==> src/rtl/core/rnxarb_pkg.sv <==
// ----------------------------------------------------------------------------
// rnxarb_pkg
// Shared types and constants for the ring neighbor exclusion arbiter.
// ----------------------------------------------------------------------------
`default_nettype none

package rnxarb_pkg;

  localparam int MAX_AGENTS  = 16;
  localparam int AGENT_W     = 4;
  localparam int NUM_W       = 5;
  localparam int COUNT_WIDTH = 16;
  localparam int OUT_CNT_W   = 16;
  localparam int CFG_W       = 5;

  localparam logic [CFG_W-1:0] AGENT_COUNT_RST = CFG_W'(5);

  typedef enum logic [1:0] {
    ST_EATING   = 2'd0,
    ST_HUNGRY   = 2'd1,
    ST_THINKING = 2'd2
  } status_e;

  typedef enum logic {
    OP_TAKE    = 1'b0,
    OP_RELEASE = 1'b1
  } op_e;

  // Status update made when a request is accepted.
  typedef struct packed {
    logic               en;
    logic [AGENT_W-1:0] agent;
    status_e            status;
  } status_wr_t;

  // One pass through the shared grant test.
  typedef struct packed {
    logic               valid;
    logic [AGENT_W-1:0] agent;
    logic               bad;
    logic               last;
  } test_req_t;

endpackage

`default_nettype wire

==> src/rtl/core/rnxarb_grant_unit.sv <==
// ----------------------------------------------------------------------------
// rnxarb_grant_unit
// Shared grant test: checks one agent against its ring neighbors and forms
// its saturated grant count.
// ----------------------------------------------------------------------------
`default_nettype none

module rnxarb_grant_unit import rnxarb_pkg::*; (
  input  status_e                status_i [MAX_AGENTS],
  input  logic [NUM_W-1:0]       num_i,
  input  logic [AGENT_W-1:0]     agent_i,
  input  logic [COUNT_WIDTH-1:0] count_i,
  output logic                   grant_o,
  output logic [COUNT_WIDTH-1:0] count_o
);

  logic [MAX_AGENTS-1:0] eating;
  logic [MAX_AGENTS-1:0] blocked;
  logic [AGENT_W-1:0]    last_agent;

  assign last_agent = AGENT_W'(num_i - NUM_W'(1));

  // Each lane works out whether one of its own ring neighbors is eating.
  for (genvar j = 0; j < MAX_AGENTS; j++) begin : g_lane
    localparam int RIGHT = (j + 1 < MAX_AGENTS) ? j + 1 : 0;
    logic right_eat;
    logic left_eat;

    assign eating[j] = (status_i[j] == ST_EATING);
    assign right_eat = (NUM_W'(j + 1) == num_i) ? eating[0] : eating[RIGHT];
    if (j == 0) begin : g_wrap
      assign left_eat = eating[last_agent];
    end else begin : g_plain
      assign left_eat = eating[j-1];
    end
    assign blocked[j] = right_eat | left_eat;
  end

  assign grant_o = (status_i[agent_i] == ST_HUNGRY) && !blocked[agent_i];

  always_comb begin
    count_o = count_i;
    if (grant_o && (count_i != '1)) begin
      count_o = count_i + COUNT_WIDTH'(1);
    end
  end

endmodule

`default_nettype wire

==> src/rtl/core/rnxarb_seq.sv <==
// ----------------------------------------------------------------------------
// rnxarb_seq
// Sequencer: accepts a request, updates the requester's status and steps the
// shared grant test over the agents to be checked.
// ----------------------------------------------------------------------------
`default_nettype none

module rnxarb_seq import rnxarb_pkg::*; (
  input  logic               clk_i,
  input  logic               rst_ni,
  input  logic               start_i,
  input  logic               operation_i,
  input  logic [AGENT_W-1:0] agent_index_i,
  input  logic [NUM_W-1:0]   num_i,
  output logic               busy_o,
  output status_wr_t         wr_o,
  output test_req_t          test_o
);

  typedef enum logic [2:0] {
    S_IDLE   = 3'b001,
    S_FIRST  = 3'b010,
    S_SECOND = 3'b100
  } state_e;

  state_e             state_q, state_d;
  logic               op_q;
  logic               bad_q;
  logic [AGENT_W-1:0] idx_q;
  logic               accept;
  logic               bad_in;
  logic [AGENT_W-1:0] right_agent;
  logic [AGENT_W-1:0] left_agent;

  assign busy_o = (state_q != S_IDLE);
  assign accept = start_i && !busy_o;
  assign bad_in = ({1'b0, agent_index_i} >= num_i);

  assign right_agent = ({1'b0, idx_q} + NUM_W'(1) == num_i) ? '0 : idx_q + AGENT_W'(1);
  assign left_agent  = (idx_q == '0) ? AGENT_W'(num_i - NUM_W'(1)) : idx_q - AGENT_W'(1);

  always_comb begin
    wr_o.en     = accept && !bad_in;
    wr_o.agent  = agent_index_i;
    wr_o.status = (operation_i == OP_RELEASE) ? ST_THINKING : ST_HUNGRY;
  end

  always_comb begin
    state_d      = state_q;
    test_o.valid = 1'b0;
    test_o.agent = idx_q;
    test_o.bad   = bad_q;
    test_o.last  = 1'b1;
    unique case (state_q)
      S_IDLE: begin
        if (accept) begin
          state_d = S_FIRST;
        end
      end
      S_FIRST: begin
        test_o.valid = 1'b1;
        if (bad_q || (op_q == OP_TAKE)) begin
          state_d = S_IDLE;
        end else begin
          test_o.agent = right_agent;
          test_o.last  = 1'b0;
          state_d      = S_SECOND;
        end
      end
      S_SECOND: begin
        test_o.valid = 1'b1;
        test_o.agent = left_agent;
        state_d      = S_IDLE;
      end
      default: begin
        state_d = S_IDLE;
      end
    endcase
  end

  always_ff @(posedge clk_i or negedge rst_ni) begin
    if (!rst_ni) begin
      state_q <= S_IDLE;
    end else begin
      state_q <= state_d;
    end
  end

  always_ff @(posedge clk_i) begin
    if (accept) begin
      op_q  <= operation_i;
      idx_q <= agent_index_i;
      bad_q <= bad_in;
    end
  end

`ifndef ASSERT_OFF
  a_release_two_tests: assert property (@(posedge clk_i) disable iff (!rst_ni)
    (state_q == S_FIRST) && !bad_q && (op_q == OP_RELEASE) |=> (state_q == S_SECOND))
    else $error("release did not run its second test");
  a_target_in_ring: assert property (@(posedge clk_i) disable iff (!rst_ni)
    test_o.valid && !test_o.bad |-> ({1'b0, test_o.agent} < num_i))
    else $error("tested agent outside the ring");
  a_no_write_when_busy: assert property (@(posedge clk_i) disable iff (!rst_ni)
    wr_o.en |-> (state_q == S_IDLE))
    else $error("status write while busy");
`endif

endmodule

`default_nettype wire

==> src/rtl/core/ring_neighbor_exclusion_arbiter_unit.sv <==
// ----------------------------------------------------------------------------
// ring_neighbor_exclusion_arbiter_unit
// Arbiter for agents in a ring where two neighbors never eat at once.
// ----------------------------------------------------------------------------
// A take request is accepted, then runs one grant test; its result strobes in
// the cycle after the test. A release with an in-range index is accepted, then
// runs two passes of the single shared grant test (right, then left); an
// out-of-range index gets one pass only. busy_o is high while the tests run,
// up to the last one; results cannot be held. Reset (async, active low) sets
// all agents thinking, all counts to zero and the agent count to 5.
`default_nettype none

module ring_neighbor_exclusion_arbiter_unit import rnxarb_pkg::*; (
  input  logic                 clk_i,
  input  logic                 rst_ni,
  input  logic                 cfg_we_i,
  input  logic [CFG_W-1:0]     cfg_wdata_i,
  input  logic                 start_i,
  output logic                 busy_o,
  input  logic                 operation_i,
  input  logic [AGENT_W-1:0]   agent_index_i,
  output logic                 result_valid_o,
  output logic [AGENT_W-1:0]   tested_agent_o,
  output logic                 granted_o,
  output logic [OUT_CNT_W-1:0] grant_count_o,
  output logic                 bad_index_o,
  output logic                 last_o
);

  logic [CFG_W-1:0]       agent_count_q;
  logic [NUM_W-1:0]       num_eff;
  status_e                status_q [MAX_AGENTS];
  logic [COUNT_WIDTH-1:0] counter_q [MAX_AGENTS];
  status_wr_t             wr;
  test_req_t              test;
  logic                   unit_grant;
  logic                   grant;
  logic [COUNT_WIDTH-1:0] count_new;

  logic                   valid_q;
  logic [AGENT_W-1:0]     agent_q;
  logic                   granted_q;
  logic [OUT_CNT_W-1:0]   count_q;
  logic                   bad_q;
  logic                   last_q;

  // A count of zero acts as one agent; values above MAX_AGENTS clamp to MAX_AGENTS.
  always_comb begin
    priority if (agent_count_q == '0) begin
      num_eff = NUM_W'(1);
    end else if (agent_count_q > CFG_W'(MAX_AGENTS)) begin
      num_eff = NUM_W'(MAX_AGENTS);
    end else begin
      num_eff = agent_count_q;
    end
  end

  rnxarb_seq u_seq (
    .clk_i         (clk_i),
    .rst_ni        (rst_ni),
    .start_i       (start_i),
    .operation_i   (operation_i),
    .agent_index_i (agent_index_i),
    .num_i         (num_eff),
    .busy_o        (busy_o),
    .wr_o          (wr),
    .test_o        (test)
  );

  rnxarb_grant_unit u_grant (
    .status_i (status_q),
    .num_i    (num_eff),
    .agent_i  (test.agent),
    .count_i  (counter_q[test.agent]),
    .grant_o  (unit_grant),
    .count_o  (count_new)
  );

  assign grant = test.valid && !test.bad && unit_grant;

  always_ff @(posedge clk_i or negedge rst_ni) begin
    if (!rst_ni) begin
      agent_count_q <= AGENT_COUNT_RST;
    end else if (cfg_we_i) begin
      agent_count_q <= cfg_wdata_i;
    end
  end

  // Request writes happen only when idle and test writes only when busy.
  always_ff @(posedge clk_i or negedge rst_ni) begin
    if (!rst_ni) begin
      for (int i = 0; i < MAX_AGENTS; i++) begin
        status_q[i]  <= ST_THINKING;
        counter_q[i] <= '0;
      end
    end else begin
      if (wr.en) begin
        status_q[wr.agent] <= wr.status;
      end
      if (grant) begin
        status_q[test.agent]  <= ST_EATING;
        counter_q[test.agent] <= count_new;
      end
    end
  end

  always_ff @(posedge clk_i or negedge rst_ni) begin
    if (!rst_ni) begin
      valid_q <= 1'b0;
    end else begin
      valid_q <= test.valid;
    end
  end

  always_ff @(posedge clk_i) begin
    if (test.valid) begin
      agent_q   <= test.agent;
      granted_q <= grant;
      count_q   <= test.bad ? '0 : OUT_CNT_W'(count_new);
      bad_q     <= test.bad;
      last_q    <= test.last;
    end
  end

  assign result_valid_o = valid_q;
  assign tested_agent_o = agent_q;
  assign granted_o      = granted_q;
  assign grant_count_o  = count_q;
  assign bad_index_o    = bad_q;
  assign last_o         = last_q;

`ifndef ASSERT_OFF
  a_bad_is_last: assert property (@(posedge clk_i) disable iff (!rst_ni)
    valid_q && bad_q |-> last_q && !granted_q && (count_q == '0))
    else $error("bad index result malformed");
  a_grant_counted: assert property (@(posedge clk_i) disable iff (!rst_ni)
    valid_q && granted_q |-> (count_q != '0))
    else $error("grant with zero count");
  a_grant_eats: assert property (@(posedge clk_i) disable iff (!rst_ni)
    grant |=> (status_q[$past(test.agent)] == ST_EATING))
    else $error("granted agent not eating");
`endif

endmodule

`default_nettype wire

==> config.mk <==
export PLATFORM = sky130hd
export DESIGN_NAME = ring_neighbor_exclusion_arbiter_unit
export DESIGN_NICKNAME = d
export VERILOG_FILES = /design/src/rtl/core/rnxarb_pkg.sv /design/src/rtl/core/rnxarb_grant_unit.sv /design/src/rtl/core/rnxarb_seq.sv /design/src/rtl/core/ring_neighbor_exclusion_arbiter_unit.sv
export SDC_FILE = /design/constraint.sdc
export NUM_CORES = 1
export LEC_CHECK = 0
export BUFFER_PORTS_ARGS = -buffer_cell sky130_fd_sc_hd__buf_4
export CORE_AREA = 2 2 200 202
export CTS_CLUSTER_DIAMETER = 50
export DETAILED_ROUTE_END_ITERATION = 16
export DIE_AREA = 0 0 202 204
export PLACE_DENSITY = 0.63
export SETUP_SLACK_MARGIN = 0.2
export SYNTH_ARGS = -nofsm -noshare
export SYNTH_HDL_FRONTEND = slang
export SYNTH_SLANG_ARGS = --single-unit
export TNS_END_PERCENT = 5
==> constraint.sdc <==
create_clock -name clk_i -period 13 [get_ports clk_i]
set_input_delay 0.65 -clock clk_i [delete_from_list [all_inputs] [get_ports clk_i]]
set_output_delay 0.65 -clock clk_i [all_outputs]
set_load 0.1 [all_outputs]
---- Word-level counts from Yosys, hierarchy flattened ----
Cells that the tools add are included.
word-level totals
  input port bits ......................... 14
  word-level logic and storage cells ...... 178
  bits in latches ......................... 0
  RAM bits ................................ 0
  output and inout bits ................... 25
  register bits ........................... 326
  memories kept ........................... 0
  bits in read-only memories .............. 0
cells by class
  div/mod/pow operators ................... 0
  magnitude comparators ................... 8
  equality and inequality tests ........... 23
  shift-type cells ........................ 0
  bitwise logic cells ..................... 21
  $add $sub $neg .......................... 5
  reduce and logical (&&, ||, !) cells .... 31
  multipliers ............................. 0
  multiplexer cells ....................... 47
operator list
  kind                   count
  $bwmux 256             1
  $bmux 16 s4            1
  $demux 16 s4           1
  $mux 16                4
  $mux 32                2
  $eq 4x5->1 const A     8
  $and 32x32->32         1
  $bwmux 32              1
  $logic_not 2->1        16
  $not 32->32            1
  $eq 3x5->1 const A     4
  $mux 1                 18
  $add 16x1->16 const B  1
  $demux 2 s4            2
  $ne 16x16->1 const B   1
  $or 1x1->1             16
  $mux 4                 3
  $eq 2x5->1 const A     2
  $ge 5x5->1 const B     2
  $lt 4x5->1 const B     2
  $lt 5x1->1 const B     2
  $mux 2                 5
  $mux 5                 2
  $not 4->5              2
  other kinds (24)       37

---- Longest topological paths before layout ----
  depth after elaboration ................. 16
  depth in mapped cells ................... 24
  gate-level depth less buffers ........... 18

---- Cells and area by module ----
From an unflattened synthesis, not the netlist that was laid out.
unflattened totals
  cell total of the unflattened synthesis .. 1208
  area total of the unflattened synthesis .. 16577.1 um^2
modules (own cells, without submodules)
  module                                cells an instance  sequential area each (um^2)  area each (um^2)  instances
  ring_neighbor_exclusion_arbiter_unit  925                8070.2                       14267.4           1
  rnxarb_grant_unit                     192                0.0                          1450.1            1
  rnxarb_seq                            91                 256.5                        859.6             1

---- Worst setup path before layout ----
Ideal clock, no wire load.
  path type ............................... register to register
  from .................................... reg u_seq.idx_q[0]
  to ...................................... reg count_q[13], in the netlist grant_count_o[13] (data pin)
  clock period less this slack ............ 5.257 ns
  buffers on the path ..................... 6
  path slack .............................. 7.743 ns
  library setup time ...................... 0.270 ns
  required time ........................... 12.730 ns
  arrival time ............................ 4.987 ns
  cell stages (with the launch flop) ...... 23
  cells stage by stage .................... edfxtp_1 -> buf_4 -> inv_1 -> clkbuf_1 -> ha_1 -> or3b_1 -> a21boi_0 -> a22o_1 -> a31oi_4 -> inv_4 -> buf_6 -> buf_6 -> mux4_2 -> a221oi_2 -> inv_1 -> ha_1 -> and4b_1 -> and4_1 -> nand2_1 -> and4_1 -> clkbuf_1 -> buf_2 -> nor3_1
on the way
  word-level cells in the longest chain between the ends .. 13
  elaborated cells on any way between the ends .. 25
  those cells by class .................... add/sub (4); eq/ne (3); mux (13); bitwise (1); reduce/logical (4)
RTL lines
  what                                                   RTL line                                     source
  start: declaration                                     rnxarb_seq.sv:29                             logic [AGENT_W-1:0] idx_q;
  start signal: assignment                               rnxarb_seq.sv:92                             idx_q <= agent_index_i;
  $add 4x1->5                                            rnxarb_seq.sv:39                             assign right_agent = ({1'b0, idx_q} + NUM_W'(1) == num_i) ? '0 : idx_q + AGENT_W'(1);
  $eq 5x5->1                                             rnxarb_seq.sv:39
  $mux 4                                                 rnxarb_seq.sv:39
  $mux 4                                                 rnxarb_seq.sv:62                             if (bad_q || (op_q == OP_TAKE)) begin
  $pmux 5 s2 (*)                                         rnxarb_seq.sv:54                             unique case (state_q)
  branches (longest 7 deep; another with $add 16x1->16)  -
  $mux 16 (*)                                            rnxarb_grant_unit.sv:43                      if (grant_o && (count_i != '1)) begin
  end signal: assignment                                 ring_neighbor_exclusion_arbiter_unit.sv:119  count_q <= test.bad ? '0 : OUT_CNT_W'(count_new);
  end: declaration                                       ring_neighbor_exclusion_arbiter_unit.sv:43   logic [OUT_CNT_W-1:0] count_q;
Mark *: on every way between the ends. The select of a mux whose other input is x is not followed.
A chain may end at the register's enable or synchronous reset.

---- Final worst setup path ----
  from .................................... reg u_seq.idx_q[0]
  to ...................................... reg counter_q[113] (netlist name)
on the way
  word-level cells in the longest chain between the ends .. 14
  elaborated cells on any way between the ends .. 32
  those cells by class .................... add/sub (4); order compare (2); eq/ne (3); mux (16); bitwise (1); reduce/logical (6)
RTL lines
  what                                                   RTL line                                     source
  $add 4x1->5                                            rnxarb_seq.sv:39
  $eq 5x5->1                                             rnxarb_seq.sv:39
  $mux 4                                                 rnxarb_seq.sv:39
  $mux 4                                                 rnxarb_seq.sv:62
  $pmux 5 s2 (*)                                         rnxarb_seq.sv:54
  branches (longest 9 deep; another with $add 16x1->16)  -
  end signal: indexed assignment                         ring_neighbor_exclusion_arbiter_unit.sv:102  counter_q[test.agent] <= count_new;
  end: declaration                                       ring_neighbor_exclusion_arbiter_unit.sv:33   logic [COUNT_WIDTH-1:0] counter_q [MAX_AGENTS];
Marks and branches as above.

==> results_dict.tcl <==
set metrics [dict create \
    pre_cts_slack_ns 5.69 \
    dr.first_iter.drc_count 1221 \
    area_delta_synth_final_pct 11.2 \
    dp_hpwl_um 32900 \
    hold_buffers 0 \
    io_pins 39 \
    htreeDepth 2 \
    final.period_utilization_pct 57.8 \
    final_layout_size_suffix_gt1_share_pct 21.5 \
    synth_edf_count 29 \
    synth_mux_area_share_pct 12.6 \
    p_comb_share_pct 21.4 \
    fin_crit_ns 7.51 \
    core.rowCount 73 \
    cp-end-kind "flop" \
    synth_fa_ha_area_share_pct 0.792 \
    dr_wl_met3_um 3620 \
    numPortBuffers 38 \
    antenna_found_initial 0 \
    tns_ns 0 \
    power_switching_mw 0.950 \
    yosys.area.top_type "dfrtp_1" \
    yosysWarnings 0 \
    tightest_slew_ns 1.18 \
    synth_compound_gate_area_share_pct 16.1 \
    cts_tree "built" \
    synth_xor_area_share_pct 0.915 \
    reg2reg_slack_ns 5.49 \
    worstPathArrival_ns 7.90 \
    finalSetupViolations 0 \
    syn-cell-area_sq_um 17400 \
    place.gp.congestion 0.914 \
    numCtsBuffers 42 \
    ant_nets 0 \
    clock_skew_ns 0.0289 \
    synth_top_area_share_pct 40.0 \
    maxCapViolCount 0 \
    track_usage_pct 25.7 \
    nets 1724 \
    syn_nets 1730 \
    swShare_pct 32.2 \
    pwr-share-clk_pct 38.2 \
    cts-resized-gates 0 \
    gr-total-overflow 0 \
    worstPathRequired_ns 13.39 \
    clock_sinks 326 \
    synth_common_cells "dfrtp_1 (278), nand2_1 (261), mux2_2 (139), nor2_1 (130), o21ai_0 (91)" \
    post-route-util_pct 49.3 \
    p_int_mw 2.00 \
    synthCells 1705 \
    worstHoldPathType "in -> async" \
    firstDrtPassIters 5 \
    synth_area_per_cell_sq_um 10.2 \
    grt_max_degree 116 \
    totalWireLength_um 52300 \
    worstSetupStartpointType "flop" \
    grt_pass1_vias 13300 \
    diodes 0 \
    post_cts_buffers 0 \
    post-route-drc-count 0 \
    slew_headroom_pct 20.9 \
    crit_chain "inv_1 > ha_1 > or3b_1 > a21boi_0 > a22o_1 > a31oi_4 > buf_4 > inv_4 > buf_4 > a2111oi_0 > o21ai_0 > a221oi_2 > inv_1 > ha_1 > and4b_1 > nand4_4 > o41ai_4 > a2bb2oi_1 > o21ai_0" \
    power.total_mw 2.95 \
    worst-path-max-fanout 67 \
    worstReg2RegEnd "counter_q[113]" \
    wire_per_inst_um 23.2 \
    fmax_mhz 133 \
    power_density_nw_per_um2 153 \
    vias 13600 \
    cts_root_buffer "clkbuf_16" \
    synthTopCellsByArea "dfrtp_1 (40%), mux2_2 (9.0%), nand2_1 (5.6%)" \
    hold_viol 0 \
    dieArea_sq_um 41200 \
    synth-simple-area-share_pct 17.0 \
    rsz0062_at_grt "no" \
    die_w_um 202 \
    slowest_stage "a2bb2oi_1" \
    wl_met2_um 23800 \
    grt_first_pass_wirelength_um 81100 \
    seqPwrFrac_pct 40.4 \
    path_clk_slew_ns 0.06 \
    synth.distinct_cells 107 \
    leakage_nw 8.33 \
    critPathKind "reg -> reg" \
    synth_flop_cell "dfrtp_1" \
    slowest_delay_ns 0.86 \
    drv_slew 0 \
    status "finished clean" \
    met1_length_um 23000 \
    start_util_pct 44.3 \
    n_fill_cell 3616 \
    fin_ws_ns 5.49 \
    r2r_start "u_seq.idx_q[0]" \
    highest_layer "met4" \
    ys_ff_latch 326 \
    die_y_um 204 \
    core_sq_um 39200 \
    vias_per_cell 6.03 \
    crit_family "compound AO/OA/AOI/OAI gates" \
    rr_worst_depth 19 \
    insertion_delay_ns 0.57 \
    path_buf_inv 5 \
    clockBufferDepth 3 \
    ys_async_sr_fraction_pct 91.1 \
    yosysSeqAreaShare_pct 47.9 \
    yosysMostFrequentCell "dfrtp_1" \
    synth_top_family_by_area "simple AND/OR/NAND/NOR gates" \
    ir_drop_mv 0.0949 \
]
cell type report:
| class | instances | area (sq um) | area share (%) |
|---|---|---|---|
| clock inverters | 17 | 174 | 0.900 |
| well taps | 525 | 657 | 3.40 |
| multi-input cells | 1211 | 8250 | 42.7 |
| repair buffers | 74 | 563 | 2.91 |
| flip-flops and latches | 326 | 8330 | 43.1 |
| inverters | 44 | 170 | 0.881 |
| clock buffers | 59 | 1170 | 6.08 |
power by group through the flow:
| stage | clock network, mW | registers [mW] | logic [mW] |
|---|---|---|---|
| detailed placement | 0 | 1.21 | 0.622 |
| floorplan | 0 | 1.22 | 0.420 |
| finish | 1.13 | 1.19 | 0.630 |
| global placement | 0 | 1.21 | 0.614 |
| global route | 1.19 | 1.20 | 0.682 |
| CTS | 1.15 | 1.19 | 0.624 |
layer usage:
metal  vias to the layer above  track usage (%)
met5                         -                0
met4                         0             10.2
met1                      6799             35.7
met3                       111             4.34
li1                       6206                -
met2                       496             40.2
cell usage in the layout, fill, tap and decap left out, drive strengths merged, types with 8 or more instances in the layout:
| cell type | Yosys | layout |
|---|---|---|
| nor2 | 134 | 134 |
| nand4 | 28 | 28 |
| a21oi | 39 | 39 |
| nor3 | 17 | 17 |
| dfstp | 19 | 19 |
| clkbuf | 59 | 59 |
| nand3 | 52 | 52 |
| nand2 | 262 | 262 |
| o21ai | 116 | 116 |
| o2111ai | 12 | 12 |
| mux2 | 146 | 146 |
| inv | 44 | 48 |
| clkinv | 0 | 8 |
| mux2i | 42 | 42 |
| dfrtp | 278 | 278 |
| nand2b | 11 | 11 |
| a22oi | 16 | 16 |
| o211ai | 34 | 34 |
| ha | 11 | 11 |
| and3 | 26 | 26 |
| a211oi | 13 | 13 |
| a21o | 8 | 8 |
| o211a | 11 | 11 |
| o31ai | 32 | 32 |
| nor4 | 10 | 10 |
| a31oi | 47 | 47 |
| a221oi | 9 | 9 |
| edfxtp | 29 | 29 |
| buf | 65 | 74 |
| nor3b | 8 | 8 |
| and2 | 14 | 14 |
| a311oi | 8 | 8 |
worst max-delay path by stage:
stage,from,to,slack (ns),cells past startpoint
floorplan,u_seq.idx_q[0],grant_count_o[13],7.74,22
global placement,u_seq.idx_q[0],grant_count_o[9],5.92,18
detailed placement,u_seq.idx_q[0],counter_q[113],5.69,19
CTS,u_seq.idx_q[0],counter_q[113],5.64,19
global route,u_seq.idx_q[0],counter_q[145],5.09,19
finish,u_seq.idx_q[0],counter_q[113],5.49,19
stage by stage:
stage	instance area (sq um)	hold slack, ns	instances
2_1_floorplan	17400	0.354	1705
3_3_place_gp	18000	0.457	2180
3_5_place_dp	18000	0.461	2180
4_1_cts	19300	0.206	2256
5_1_grt	19300	0.225	2256
6_report	19300	0.157	2256
sequential cells by signal, summed over array words and instances (netlist names):
| signal | cells |
|---|---|
| agent_count_q | 5 |
| bad_index_o | 1 |
| counter_q | 256 |
| grant_count_o | 16 |
| granted_o | 1 |
| last_o | 1 |
| result_valid_o | 1 |
| status_q | 32 |
| tested_agent_o | 4 |
| u_seq.bad_q | 1 |
| u_seq.idx_q | 4 |
| u_seq.op_q | 1 |
| u_seq.state_q | 3 |
logic make-up (layout without fill, tap and decap cells):
| kind of cell | count (synthesis) | in the layout |
|---|---|---|
| AOI/OAI and AO/OA | 388 | 388 |
| xor gates and xnor gates | 11 | 11 |
| adders and majority gates | 11 | 11 |
| buffers and inverters | 168 | 194 |
| DFF | 326 | 326 |
| muxes | 193 | 193 |
| and+or+nand+nor | 608 | 608 |
No activity file was read; power rests on OpenSTA's default activity.
